`src/rtl/msp_chk_pkg.sv`:
```
// Types and constants of the reply frame checker.
package msp_chk_pkg;

   localparam int unsigned BYTE_W = 8;
   localparam int unsigned POS_W  = 9;
   localparam int unsigned CSR_IDX_W = 1;

   localparam logic [BYTE_W-1:0] REPLY_DIRECTION = 8'h3E;
   localparam logic [POS_W-1:0]  HDR_BYTES = 9'd5;

   localparam logic [POS_W-1:0] POS_DIRECTION = 9'd2;
   localparam logic [POS_W-1:0] POS_SIZE      = 9'd3;
   localparam logic [POS_W-1:0] POS_COMMAND   = 9'd4;

   typedef enum logic [CSR_IDX_W-1:0] {
      CSR_EXPECTED_COMMAND = 1'b0,
      CSR_EXPECTED_SIZE    = 1'b1
   } csr_index_type;

   typedef enum logic [1:0] {
      ST_OK           = 2'd0,
      ST_HEADER_ERROR = 2'd1,
      ST_SIZE_ERROR   = 2'd2,
      ST_CHECKSUM_ERR = 2'd3
   } status_type;

endpackage

```
`src/rtl/msp_response_checker_core.sv`:
```
// Reply frame checker: checks one framed reply a byte at a time.
//
// Input channel req_*: one received byte per item. A frame is two preamble
// bytes, a direction byte ('>'), a size byte, a command byte, expected_size
// payload bytes and an XOR checksum byte.
// Result channel rsp_*: each payload byte is passed out with tlast low and
// tuser ok; the checksum byte yields one verdict item with tlast high, the
// received checksum in tdata and the status in tuser (header error, then
// size mismatch, then bad checksum). Header bytes produce no item.
// Config port csr_*: expected_command (index 0) and expected_size (index 1),
// written while no frame is in flight.
// Output: a result is registered and shows in the cycle after its byte is accepted.
// Throughput: one byte per cycle while req_tready is high; the frame state and
// the single output register update in the cycle a byte is taken.
// Stall: req_tready follows rsp_tready while a result is held, so the block
// keeps taking bytes as long as the held result drains in the same cycle.
// Reset: config and frame registers clear (header-ok flag set), no result is held.
module msp_response_checker_core (
   input  logic                        clock,
   input  logic                        reset,
   input  logic                        req_tvalid,
   output logic                        req_tready,
   input  logic [7:0]                  req_tdata,   // [7:0] rx_byte
   output logic                        rsp_tvalid,
   input  logic                        rsp_tready,
   output logic [7:0]                  rsp_tdata,   // [7:0] out_data
   output logic                        rsp_tlast,
   output msp_chk_pkg::status_type     rsp_tuser,   // [1:0] status
   input  logic                        csr_we,
   input  msp_chk_pkg::csr_index_type  csr_index,
   input  logic [7:0]                  csr_wdata
);
   import msp_chk_pkg::*;

   logic [BYTE_W-1:0] exp_cmd_ff, exp_cmd_in;
   logic [BYTE_W-1:0] exp_size_ff, exp_size_in;
   logic [POS_W-1:0]  pos_ff, pos_in;
   logic [BYTE_W-1:0] xor_ff, xor_in;
   logic              hdr_ok_ff, hdr_ok_in;
   logic [BYTE_W-1:0] rsize_ff, rsize_in;

   logic              out_valid_ff, out_valid_in;
   logic [BYTE_W-1:0] out_data_ff, out_data_in;
   logic              out_last_ff, out_last_in;
   status_type        out_status_ff, out_status_in;

   logic              accept;
   logic [POS_W-1:0]  crc_pos;
   logic              at_crc;
   logic              emit;
   status_type        verdict;

   assign req_tready = !out_valid_ff || rsp_tready;
   assign accept     = req_tvalid && req_tready;
   assign crc_pos    = HDR_BYTES + {1'b0, exp_size_ff};
   assign at_crc     = pos_ff >= crc_pos;

   always_comb begin
      if (!hdr_ok_ff) begin
         verdict = ST_HEADER_ERROR;
      end else if (rsize_ff != exp_size_ff) begin
         verdict = ST_SIZE_ERROR;
      end else if (xor_ff != req_tdata) begin
         verdict = ST_CHECKSUM_ERR;
      end else begin
         verdict = ST_OK;
      end
   end

   always_comb begin
      exp_cmd_in  = exp_cmd_ff;
      exp_size_in = exp_size_ff;
      if (csr_we) begin
         case (csr_index)
            CSR_EXPECTED_COMMAND: exp_cmd_in  = csr_wdata;
            CSR_EXPECTED_SIZE:    exp_size_in = csr_wdata;
            default: ;
         endcase
      end
   end

   always_comb begin
      pos_in    = pos_ff;
      xor_in    = xor_ff;
      hdr_ok_in = hdr_ok_ff;
      rsize_in  = rsize_ff;
      emit      = 1'b0;
      out_last_in   = 1'b0;
      out_status_in = ST_OK;
      out_data_in   = req_tdata;
      if (accept) begin
         if (at_crc) begin
            emit          = 1'b1;
            out_last_in   = 1'b1;
            out_status_in = verdict;
            pos_in    = '0;
            xor_in    = '0;
            hdr_ok_in = 1'b1;
            rsize_in  = '0;
         end else begin
            pos_in = pos_ff + POS_W'(1);
            case (pos_ff)
               POS_DIRECTION: begin
                  if (req_tdata != REPLY_DIRECTION) hdr_ok_in = 1'b0;
               end
               POS_SIZE: begin
                  rsize_in = req_tdata;
                  xor_in   = xor_ff ^ req_tdata;
               end
               POS_COMMAND: begin
                  if (req_tdata != exp_cmd_ff) hdr_ok_in = 1'b0;
                  xor_in = xor_ff ^ req_tdata;
               end
               default: begin
                  // preamble bytes are skipped, anything later is payload
                  if (pos_ff > POS_COMMAND) begin
                     xor_in = xor_ff ^ req_tdata;
                     emit   = 1'b1;
                  end
               end
            endcase
         end
      end
   end

   always_comb begin
      if (accept) begin
         out_valid_in = emit;
      end else if (rsp_tready) begin
         out_valid_in = 1'b0;
      end else begin
         out_valid_in = out_valid_ff;
      end
   end

   always_ff @(posedge clock) begin
      if (reset) begin
         exp_cmd_ff   <= '0;
         exp_size_ff  <= '0;
         pos_ff       <= '0;
         xor_ff       <= '0;
         hdr_ok_ff    <= 1'b1;
         rsize_ff     <= '0;
         out_valid_ff <= 1'b0;
      end else begin
         exp_cmd_ff   <= exp_cmd_in;
         exp_size_ff  <= exp_size_in;
         pos_ff       <= pos_in;
         xor_ff       <= xor_in;
         hdr_ok_ff    <= hdr_ok_in;
         rsize_ff     <= rsize_in;
         out_valid_ff <= out_valid_in;
      end
   end

   always_ff @(posedge clock) begin
      if (accept && emit) begin
         out_data_ff   <= out_data_in;
         out_last_ff   <= out_last_in;
         out_status_ff <= out_status_in;
      end
   end

   assign rsp_tvalid = out_valid_ff;
   assign rsp_tdata  = out_data_ff;
   assign rsp_tlast  = out_last_ff;
   assign rsp_tuser  = out_status_ff;

endmodule

```
`config.mk`:
```
export PLATFORM = sky130hd
export DESIGN_NAME = msp_response_checker_core
export DESIGN_NICKNAME = d
export VERILOG_FILES = /design/src/rtl/msp_chk_pkg.sv /design/src/rtl/msp_response_checker_core.sv
export SDC_FILE = /design/constraint.sdc
export NUM_CORES = 1
export LEC_CHECK = 0
export BUFFER_PORTS_ARGS = -buffer_cell sky130_fd_sc_hd__buf_4
export CAP_MARGIN = 40
export CORE_ASPECT_RATIO = 2
export CORE_MARGIN = 5
export CORE_UTILIZATION = 45
export CTS_CLUSTER_DIAMETER = 150
export DETAILED_ROUTE_END_ITERATION = 12
export PLACE_DENSITY_LB_ADDON = 0.2
export SYNTH_ARGS = -nofsm -noshare
export SYNTH_HDL_FRONTEND = slang
export SYNTH_SLANG_ARGS = --single-unit
```
`constraint.sdc`:
```
create_clock -name clock -period 4.28 [get_ports clock]
set_clock_uncertainty 0.2 [all_clocks]
set_input_delay 0.214 -clock clock [delete_from_list [all_inputs] [get_ports clock]]
set_output_delay 0.214 -clock clock [all_outputs]
set_load 0.05 [all_outputs]
```
# Yosys cells after proc, flatten, opt, wreduce, memory -nomap -nowiden
# Cells that the tools add are included.
[word_totals]
ff_bits = 54
[classes]
reduce_logical = 17
order_cmp = 2
mux = 20
n_eq_ne = 10
add_sub_neg = 2
bitwise_logic = 2
[op_table]
columns = ["cell", "count"]
rows = [
  ["$mux 8", 4],
  ["$ne 8x8->1", 3],
  ["$eq 9x2->1 const B", 2],
  ["$pmux 8 s2", 1],
  ["$mux 1", 11],
  ["$add 3x8->9 const A", 1],
  ["$add 9x1->9 const B", 1],
  ["$eq 9x3->1 const B", 1],
  ["$ge 9x9->1", 1],
  ["$gt 9x3->1 const B", 1],
  ["$mux 9", 1],
  ["$ne 8x6->1 const B", 1],
  ["$reduce_and 2->1", 4],
  ["$xor 8x8->8", 1],
  ["$ne 3x3->1 const B", 2],
  ["$reduce_and 3->1", 2],
  ["$reduce_bool 3->1", 2],
  ["$mux 2", 2],
  ["$reduce_and 4->1", 1],
  ["$reduce_bool 2->1", 2],
  ["$reduce_or 3->1", 1],
  ["$logic_and 1x1->1", 2],
  ["$ne 2x2->1 const B", 1],
  ["$pmux 1 s2", 1],
  ["4 further kinds", 4],
]

# Longest topological paths before layout
# Gate-level depths: netlist of the first run.
[depth]
ltp_word = 6
depth_mapped = 11
ltp_nobuf = 9

# Worst setup path after synthesis of the first run
# Ideal clock, no wire load.
[synth_path]
kind = "register to register"
startpoint = "register exp_size_ff[0]"
endpoint = "register out_data_ff[0] (netlist: rsp_tdata[0]), enable pin"
synth_period_minus_slack_ps = 2744
path_buffers = 0
path_stages_with_launch = 9
arrival_time_ps = 2191
setup_ps = 353
slack_ps = 1536
cell_sequence = "dfxtp_1 > ha_1 > o21ai_0 > xor2_1 > ha_1 > inv_1 > o32a_1 > o21ai_4 > o31a_1"
[synth_via]
elab_chain_cells = 5
[synth_rtl]
columns = ["item", "line_no", "rtl"]
rows = [
  ["from (decl)", "msp_response_checker_core.sv:36", "logic [BYTE_W-1:0] exp_size_ff, exp_size_in;"],
  ["from (signal assigned)", "msp_response_checker_core.sv:147", "exp_size_ff <= exp_size_in;"],
  ["$add 3x8->9", "msp_response_checker_core.sv:55", "assign crc_pos = HDR_BYTES + {1'b0, exp_size_ff};"],
  ["$ge 9x9->1", "msp_response_checker_core.sv:56", "assign at_crc = pos_ff >= crc_pos;"],
  ["$mux 1", "msp_response_checker_core.sv:92", "if (at_crc) begin"],
  ["$mux 1", "msp_response_checker_core.sv:91", "if (accept) begin"],
  ["$logic_and 1x1->1", "msp_response_checker_core.sv:157", "if (accept && emit) begin"],
  ["to (signal assigned)", "msp_response_checker_core.sv:158", "out_data_ff <= out_data_in;"],
  ["to (decl)", "msp_response_checker_core.sv:43", "logic [BYTE_W-1:0] out_data_ff, out_data_in;"],
]
# Every way passes these cells.
# A chain may end at the register's enable or synchronous reset.

# Worst setup path after layout of the first run
[layout_path]
startpoint = "register exp_size_ff[0]"
endpoint = "register out_data_ff[7] (netlist: rsp_tdata[7]), enable pin"
# The elaborated chain is that of the path after synthesis.

==> results of run 1 <==
-- cells by family (layout without fill, tap and decap cells) --
kind of cell             Yosys count  in the layout  share of synthesized area
AND/OR/NAND/NOR                   81             81                      0.157
AO/OA/AOI/OAI                     59             59                      0.159
flip-flops                        54             54                      0.434
XOR/XNOR                          37             37                      0.118
buffers and inverters             31             72                     0.0429
adder cells (fa/ha/maj)           13             13                     0.0593
multiplexers                       8              8                     0.0292
-- worst paths after layout --
| kind | from | end | slack, ns | cells past startpoint |
|---|---|---|---|---|
| worst max-delay path | exp_size_ff[0]$_SDFFE_PP0P_ | rsp_tdata[7]$_DFFE_PP_ | 1.27 | 8 |
| worst max register to register | exp_size_ff[0]$_SDFFE_PP0P_ | rsp_tdata[7]$_DFFE_PP_ | 1.27 | 8 |
| worst min-delay path | req_tvalid | rsp_tvalid$_SDFFE_PP0P_ | 0.006 | 3 |
| worst min register to register | rsize_ff[2]$_SDFFE_PP0P_ | rsize_ff[2]$_SDFFE_PP0P_ | 0.31 | 1 |
-- cell type report --
class	count	area (um2)	area share
Clock buffer	7	133	0.0400
Clock inverter	1	7.51	0.00227
Inverter	14	52.6	0.0159
Multi-Input combinational cell	198	1440	0.433
Sequential cell	54	1190	0.360
Tap cell	63	78.8	0.0238
Timing Repair Buffer	50	415	0.125
-- routing by layer --
metal / wire, um / GRT usage / up-vias
met2: 3420 / 0.313 / 48
met5: 0 / 0 / -
met3: 199 / 0.0344 / 21
met1: 2350 / 0.179 / 1015
met4: 291 / 0.103 / 0
li1: - / - / 1083
-- worst register-to-register path, delay by kind of cell, from the launching register on --
kind | cells | cell delay (ns)
buffers and inverters | 1 | 0.04
flip-flops | 1 | 0.41
AO/OA/AOI/OAI | 4 | 1.30
XOR/XNOR | 1 | 0.16
adder cells (fa/ha/maj) | 2 | 0.55
-- state kept, by name (all words and copies together) (netlist names) --
| register | cells |
|---|---|
| exp_cmd_ff | 8 |
| exp_size_ff | 8 |
| hdr_ok_ff | 1 |
| pos_ff | 9 |
| rsize_ff | 8 |
| rsp_tdata | 8 |
| rsp_tlast | 1 |
| rsp_tuser | 2 |
| rsp_tvalid | 1 |
| xor_ff | 8 |
-- synth_stat cells (all sizes together), types with 2 or more instances --
cell | instances | area (um2)
a21oi | 25 | 140
a22o | 8 | 70.1
a32o | 8 | 80.1
and2 | 9 | 56.3
and3 | 3 | 18.8
and3b | 2 | 18.8
clkbuf | 16 | 61.3
dfxtp | 43 | 861
edfxtp | 11 | 330
ha | 13 | 163
inv | 14 | 52.6
mux2i | 8 | 80.1
nand2 | 22 | 82.6
nand2b | 3 | 18.8
nand3 | 11 | 55.1
nand4 | 7 | 43.8
nor2 | 13 | 48.8
nor3b | 2 | 26.3
nor4 | 5 | 31.3
o21ai | 5 | 36.3
o31ai | 2 | 15.0
xnor2 | 17 | 149
xor2 | 20 | 175
-- power groups by stage --
stage / combinational [mW] / clock, mW / sequential [mW]
3_5_place_dp: 0.113 / 0 / 0.557
6_report: 0.124 / 0.395 / 0.545
3_3_place_gp: 0.111 / 0 / 0.556
2_1_floorplan: 0.0744 / 0 / 0.556
5_1_grt: 0.138 / 0.431 / 0.546
4_1_cts: 0.125 / 0.406 / 0.545
-- stage by stage --
| stage | utilization | hold slack [ns] | power, mW | worst slack [ns] |
|---|---|---|---|---|
| floorplan | - | 0.113 | 0.630 | 1.54 |
| global placement | 0.506 | 0.259 | 0.667 | 1.35 |
| detailed placement | 0.506 | 0.264 | 0.669 | 1.26 |
| CTS | 0.556 | 0.000721 | 1.08 | 1.26 |
| global route | 0.556 | 0.0331 | 1.12 | 1.07 |
| finish | 0.556 | 0.00623 | 1.06 | 1.27 |
-- timing repair --
item,4_1_cts,5_1_grt
hold buffers,16,0
hold endpoints to repair,21,0
buffers inserted,0,0
==> metrics.csv, run 1 <==
metric,value,unit
avgSynthCellArea,9.70,um2
die_w,65.2,um
avgRoutedWirePerCell,16.2,um
layout_commonest_cell,dfxtp_1,
hold_class,input pin to flop,
max_freq,0.332,GHz
comb_power_share,0.117,
gp_congestion,0.792,
fp.dieH,120,um
crit_chain,"ha_1, o21ai_0, xor2_1, ha_1, inv_1, o32a_1, o21ai_4, o31a_1",
critPathTopFamily,compound AO/OA/AOI/OAI gates,
min_period_over_period,0.703,
finalSetupViolCount,0,
worstSetupEndpointType,flop,
ys_seq_elements,54,
cts_resized,0,
clkTransAtPathRegs,0.07,ns
hpwl,4.73,mm
grt_max_degree,25,
pin_count,35,
arrival,2.74,ns
yosysWarnings,0,
crit_path_max_fanout,11,
seq_area_frac_synth,0.434,
coreArea,0.00596,mm2
diodes,0,
area_growth,20.7,%
portBuffers,34,
ys_types,45,
grt_use_total,0.174,
clk_latency,0.29,ns
synth_top_flop_cell,dfxtp_1,
power_switching_share,0.243,
syn_area,0.00274,mm2
finalHoldViolations,0,
overflow,0,
relSlewSlack,0.517,
critPathBufInv,1,
drc,0,
drv_cap,0,
report.final.slew_viol_count,0,
slowest_delay,0.52,ns
ctsLongestPathBuffers,2,
cts.sinks,54,
die-area,0.00785,mm2
viasPerCell,5.60,
cts_root_buf,clkbuf_16,
tightest_slew,0.725,ns
h-tree-depth,2,
postSynth.asyncResetShare,0,
detail_route.wirelength,6.26,mm
fin_nets,358,
synth_fp_nets,318,
min_period,3.01,ns
rsz0062_at_grt,no,
p_switching,258,uW
grt_pass1_vias,2223,
num_rows,40,
ir_drop,0.328,mV
initial_core_util,0.461,
cpMaxStageDelayCell,o31a_1,
tns,0,ns
antenna_found_initial,0,
drive_above_1_share,0.145,
clkPwrFrac,0.371,
worstPathRequired,4.01,ns
fillers,553,
dp_cells,363,
status,completed,
cts_buffers,5,
cts_tree,yes,
final_cell_area,0.00331,mm2
dpl_cell_area,0.00301,mm2
syn_inst,283,
p_per_area,321,mW/mm2
synth-edff-count,11,
layout_common_cells,"dfxtp_1, buf_4, a21oi_1, nand2_1, xor2_1",
layout.cells.non_filler,387,
vias,2167,
p_leak,1.38,nW
p_int,805,uW
final_antenna_net_count,0,
critical_path.startpoint_type,flop,
crit_path_frequent_cell,ha_1,
critical_path_class,flop to flop,
grt_pass1_wl,10.4,mm
drt-pass1-iter-count,4,
drtIter0Drc,82,
seqPwrFrac,0.512,
Note: power is estimated with default switching activity, not from simulation.
==> run 2, diff against run 1 <==
==> constraint.sdc (replaced) <==
create_clock -name clock -period 2.9 [get_ports clock]
set_clock_uncertainty 0.2 [all_clocks]
set_input_delay 0.145 -clock clock [delete_from_list [all_inputs] [get_ports clock]]
set_output_delay 0.145 -clock clock [all_outputs]
set_load 0.05 [all_outputs]
==> metrics.csv, run 2 (synthesis gave the netlist of run 1 again) <==
metric,value,unit,change
status,completed,,
h-tree-depth,2,,unchanged
worstSetupEndpointType,flop,,
viasPerCell,5.59,,-0.25%
worstPathRequired,2.72,ns,-1.29 ns
cp-startpoint,exp_size_ff[0]$_SDFFE_PP0P_,,
rsz0062_at_grt,no,,
cts_root_buf,clkbuf_16,,
report.final.slew_viol_count,0,,unchanged
gp_congestion,0.822,,+3.8%
slowest_delay,0.37,ns,-0.15 ns
grt_max_degree,25,,unchanged
tns,0,ns,unchanged
drt-pass1-iter-count,4,,unchanged
rr_startpoint,exp_size_ff[0]$_SDFFE_PP0P_,,
vias,2223,,+2.6%
layout.cells.non_filler,398,,+2.8%
p_leak,1.45,nW,+5.3%
max_freq,0.363,GHz,+9.2%
pin_count,35,,unchanged
clk_latency,0.30,ns,about the same
coreArea,0.00596,mm2,unchanged
antenna_found_initial,0,,unchanged
min_period_over_period,0.950,,+0.247
critical_path_class,flop to flop,,
grt_pass1_vias,2221,,-0.090%
hold_class,input pin to flop,,
num_rows,40,,unchanged
tightest_slew,0.517,ns,-0.208 ns
final_antenna_net_count,0,,unchanged
cts_tree,yes,,
use_met3,0.0362,,+0.00186
grt_use_total,0.178,,+0.00392
portBuffers,34,,unchanged
drive_above_1_share,0.176,,+0.0311
min_period,2.76,ns,-0.254 ns
drv_cap,0,,unchanged
layout_commonest_cell,dfxtp_1,,
hold_path_startpoint,rsp_tready,,
finalSetupViolCount,0,,unchanged
diodes,0,,unchanged
grt_pass1_wl,10.7,mm,+2.6%
drc,0,,unchanged
top_usage_layer,met2,,
initial_core_util,0.461,,unchanged
critical_path.startpoint_type,flop,,
finalHoldViolations,0,,unchanged
layout_common_cells,"dfxtp_1, buf_4, a21oi_1, nand2_1",,
top_register,pos_ff,,
dp_cells,370,,+1.9%
crit_chain,"ha_2, o21ai_0, xor2_1, ha_1, inv_1, o32a_1, o21ai_4, o31a_1, buf_12",,
overflow,0,,unchanged
relSlewSlack,0.655,,+0.138
ctsLongestPathBuffers,2,,unchanged
fp.dieH,120,um,unchanged
clkTransAtPathRegs,0.07,ns,about the same
largest_register_ffs,9,,unchanged
ir_drop,0.511,mV,+56%
use_met2,0.326,,+0.0133
detail_route.wirelength,6.53,mm,+4.4%
cts_buffers,5,,unchanged
arrival,2.57,ns,-0.17 ns
cts.sinks,54,,unchanged
p_per_area,482,mW/mm2,+50%
avgRoutedWirePerCell,16.4,um,+1.5%
cpMaxStageDelayCell,dfxtp_2,,
die-area,0.00785,mm2,unchanged
crit_path_max_fanout,11,,unchanged
drtIter0Drc,92,,+12%
die_w,65.2,um,unchanged
fin_nets,369,,+3.1%
globalRouteMet1Util,0.183,,+0.00445
hpwl,4.90,mm,+3.7%
area_growth,25.9,%,
-- run 2: per-stage QoR --
step                      total power [mW]   util  hold slack (ns)  setup WS, ns  area (um2)
after CTS                             1.68  0.578          0.00747        0.0676        3440
after detailed placement             0.997  0.517            0.193        0.0658        3080
after floorplan                      0.930      -           0.0439         0.156        2740
final                                 1.67  0.580           0.0173         0.144        3450
after global routing                  1.73  0.580           0.0215        0.0153        3450
after global placement               0.993  0.517            0.191         0.189        3080
-- run 2: power breakdown --
group | switching [mW] | internal (mW) | leakage (nW)
clock network | 0.288 | 0.375 | 0.0824
registers | 0.0160 | 0.783 | 0.455
logic | 0.108 | 0.0946 | 0.913
-- run 2: worst paths after layout --
kind	to	slack (ns)	depth (start not counted)
hold reg to reg	exp_size_ff[0]$_SDFFE_PP0P_	0.30	2
hold / removal	rsp_tvalid$_SDFFE_PP0P_	0.02	3
setup reg to reg	rsp_tdata[5]$_DFFE_PP_	0.14	9
setup / recovery	rsp_tdata[5]$_DFFE_PP_	0.14	9
-- run 2: cell type report --
class | instances | area, um2
clock buffer | 6 | 150
clock inverter | 2 | 13.8
fill | 532 | 2500
inverter | 14 | 52.6
multi-input combinational | 198 | 1450
sequential | 54 | 1190
tap | 63 | 78.8
timing repair buffer | 61 | 520
-- run 2: timing repair --
item	in CTS	in global routing
setup endpoints to repair	0	32
resized for setup	0	4
hold endpoints to repair	41	0
hold buffers	20	0
setup buffers	0	0
-- run 2: worst max-delay path: cells and delay by family (launching register included) --
family	cells	cell delay, ns
flip-flops	1	0.37
buffers and inverters	2	0.19
adder cells (fa/ha/maj)	2	0.53
XOR/XNOR	1	0.16
AO/OA/AOI/OAI	4	1.02
-- run 2: routing by layer --
metal	part of all wire	vias to the layer above	wire (um)
li1	-	1099	-
met1	0.38	1068	2460
met2	0.56	39	3690
met3	0.026	17	167
met4	0.033	0	218
met5	0	-	0
==> run 3, diff against run 2 <==
--- a/config.mk
+++ b/config.mk
@@ -7,9 +7,11 @@
 export LEC_CHECK = 0
 export BUFFER_PORTS_ARGS = -buffer_cell sky130_fd_sc_hd__buf_4
 export CAP_MARGIN = 40
+export CELL_PAD_IN_SITES_DETAIL_PLACEMENT = 0
+export CELL_PAD_IN_SITES_GLOBAL_PLACEMENT = 1
 export CORE_ASPECT_RATIO = 2
 export CORE_MARGIN = 5
-export CORE_UTILIZATION = 45
+export CORE_UTILIZATION = 44
 export CTS_CLUSTER_DIAMETER = 150
 export DETAILED_ROUTE_END_ITERATION = 12
 export PLACE_DENSITY_LB_ADDON = 0.2
==> metrics.csv, run 3 (synthesis gave the netlist of run 1 again) <==
metric,value,unit,change
fin_nets,373,,+1.1%
cts_buffers,5,,unchanged
relSlewSlack,0.663,,+0.00819
dpl_cell_area,0.00311,mm2,+1.1%
min_period_over_period,0.947,,-0.00285
min_to,exp_cmd_ff[1]$_SDFFE_PP0P_,,
clk_latency,0.29,ns,about the same
dp_cells,392,,+5.9%
hold_depth,2,,-1
avgRoutedWirePerCell,15.9,um,-3.2%
diodes,0,,unchanged
tightest_slew,0.502,ns,-0.0150 ns
grt_max_degree,25,,unchanged
ff2ff_path_depth,11,,+2
critical_path_class,flop to flop,,
report.final.slew_viol_count,0,,unchanged
hpwl,4.92,mm,+0.39%
grt_pass1_wl,10.9,mm,+1.5%
vias,2193,,-1.3%
drv_cap,0,,unchanged
detail_route.wirelength,6.72,mm,+2.9%
drive_above_1_share,0.177,,+0.000872
die_w,65.8,um,+0.96%
cpMaxStageDelayCell,dfxtp_1,,
drc,0,,unchanged
overflow,0,,unchanged
drt-pass1-iter-count,4,,unchanged
crit_path_max_fanout,8,,-3
max_freq,0.364,GHz,+0.30%
cts.sinks,54,,unchanged
drtIter0Drc,115,,+25%
antenna_found_initial,0,,unchanged
worstSetupEndpointType,flop,,
min_period,2.75,ns,-0.00825 ns
slowest_delay,0.43,ns,+0.06 ns
viasPerCell,5.18,,-7.2%
final_antenna_net_count,0,,unchanged
final_cell_area,0.00350,mm2,+1.2%
worstPathRequired,2.89,ns,+0.17 ns
layout_common_cells,"buf_4, dfxtp_1, a21oi_1, nand2_1",,
grt_use_total,0.178,,+0.000307
initial_core_util,0.453,,-0.00762
largest_register_ffs,9,,unchanged
h-tree-depth,2,,unchanged
cts_root_buf,clkbuf_16,,
ctsLongestPathBuffers,2,,unchanged
layout_commonest_cell,buf_4,,
status,completed,,
hold_path_startpoint,reset,,
reg2reg_slack,0.15,ns,about the same
grt_pass1_vias,2222,,+0.045%
p_leak,1.46,nW,+0.56%
num_rows,40,,unchanged
finalSetupViolCount,0,,unchanged
holdWs,0.0277,ns,+0.0104 ns
coreArea,0.00606,mm2,+1.7%
fin_util,0.577,,-0.00256
rr_startpoint,exp_size_ff[1]$_SDFFE_PP0P_,,
die-area,0.00801,mm2,+2.0%
portBuffers,34,,unchanged
p_per_area,455,mW/mm2,-5.5%
hold_class,input pin to flop,,
crit_path_frequent_cell,buf_4,,
total_power,1.59,mW,-4.3%
top_register,pos_ff,,
critical_path.startpoint_type,flop,,
clkTransAtPathRegs,0.07,ns,about the same
fp.dieH,122,um,+1.0%
area_growth,27.5,%,
crit_chain,"ha_4, o21ai_0, xor2_1, ha_1, inv_1, o32a_1, o21ai_4, buf_4, nor3b_4, buf_4, a32o_1",,
finalHoldViolations,0,,unchanged
layout.cells.non_filler,423,,+6.3%
pin_count,35,,unchanged
cts_tree,yes,,
gp_congestion,0.835,,+1.5%
arrival,2.73,ns,+0.16 ns
ir_drop,0.351,mV,-31%
timing.rr.end,xor_ff[5]$_SDFFE_PP0P_,,
## run 3: area by class of cell
type,instances,area (um2)
Fill cell,545,2560
Clock inverter,3,16.3
Timing Repair Buffer,65,551
Inverter,14,52.6
Clock buffer,5,125
Sequential cell,54,1190
Multi-Input combinational cell,198,1460
Tap cell,84,105
## run 3: worst max path at each step
| stage | slack (ns) | endpoint | cells after the start | start |
|---|---|---|---|---|
| 6_report | 0.15 | xor_ff[5]$_SDFFE_PP0P_ | 11 | exp_size_ff[1]$_SDFFE_PP0P_ |
| 3_5_place_dp | 0.06 | hdr_ok_ff$_SDFFE_PP1P_ | 9 | exp_size_ff[0]$_SDFFE_PP0P_ |
| 2_1_floorplan | 0.16 | rsp_tdata[0]$_DFFE_PP_ | 8 | exp_size_ff[0]$_SDFFE_PP0P_ |
| 3_3_place_gp | 0.18 | hdr_ok_ff$_SDFFE_PP1P_ | 9 | exp_size_ff[0]$_SDFFE_PP0P_ |
| 5_1_grt | -0.00006 | xor_ff[6]$_SDFFE_PP0P_ | 11 | exp_size_ff[1]$_SDFFE_PP0P_ |
| 4_1_cts | 0.08 | hdr_ok_ff$_SDFFE_PP1P_ | 9 | exp_size_ff[0]$_SDFFE_PP0P_ |
## run 3: timing repair
action	4_1_cts	5_1_grt
endpoints found under the hold margin	41	0
setup endpoints to repair	0	27
hold buffers	20	0
gates resized for setup	0	4
setup buffers	0	3
## run 3: worst max-delay path, delay by kind of cell, from the launching register on
family / cells / cell delay [ns]
XOR/XNOR: 1 / 0.15
adder cells (fa/ha/maj): 2 / 0.47
AND/OR/NAND/NOR: 1 / 0.04
flip-flops: 1 / 0.43
buffers and inverters: 3 / 0.39
AO/OA/AOI/OAI: 4 / 0.93
## run 3: where the power goes
group / switching, mW / leakage [nW] / internal, mW
registers: 0.0153 / 0.455 / 0.783
logic: 0.110 / 0.935 / 0.0976
clock network: 0.270 / 0.0689 / 0.316
total: 0.396 / 1.46 / 1.20
## run 3: metal layers
metal,share of wire,vias up,GRT usage
met4,0.029,0,0.0792
li1,-,1112,-
met2,0.56,38,0.331
met1,0.38,1028,0.186
met5,0,-,0
met3,0.030,15,0.0332
## run 3: per-stage QoR
stage | TNS [ns] | worst slack, ns
CTS | 0 | 0.0812
floorplan | 0 | 0.156
finish | 0 | 0.153
global placement | 0 | 0.184
detailed placement | 0 | 0.0616
global route | -0.0000584 | -0.0000584
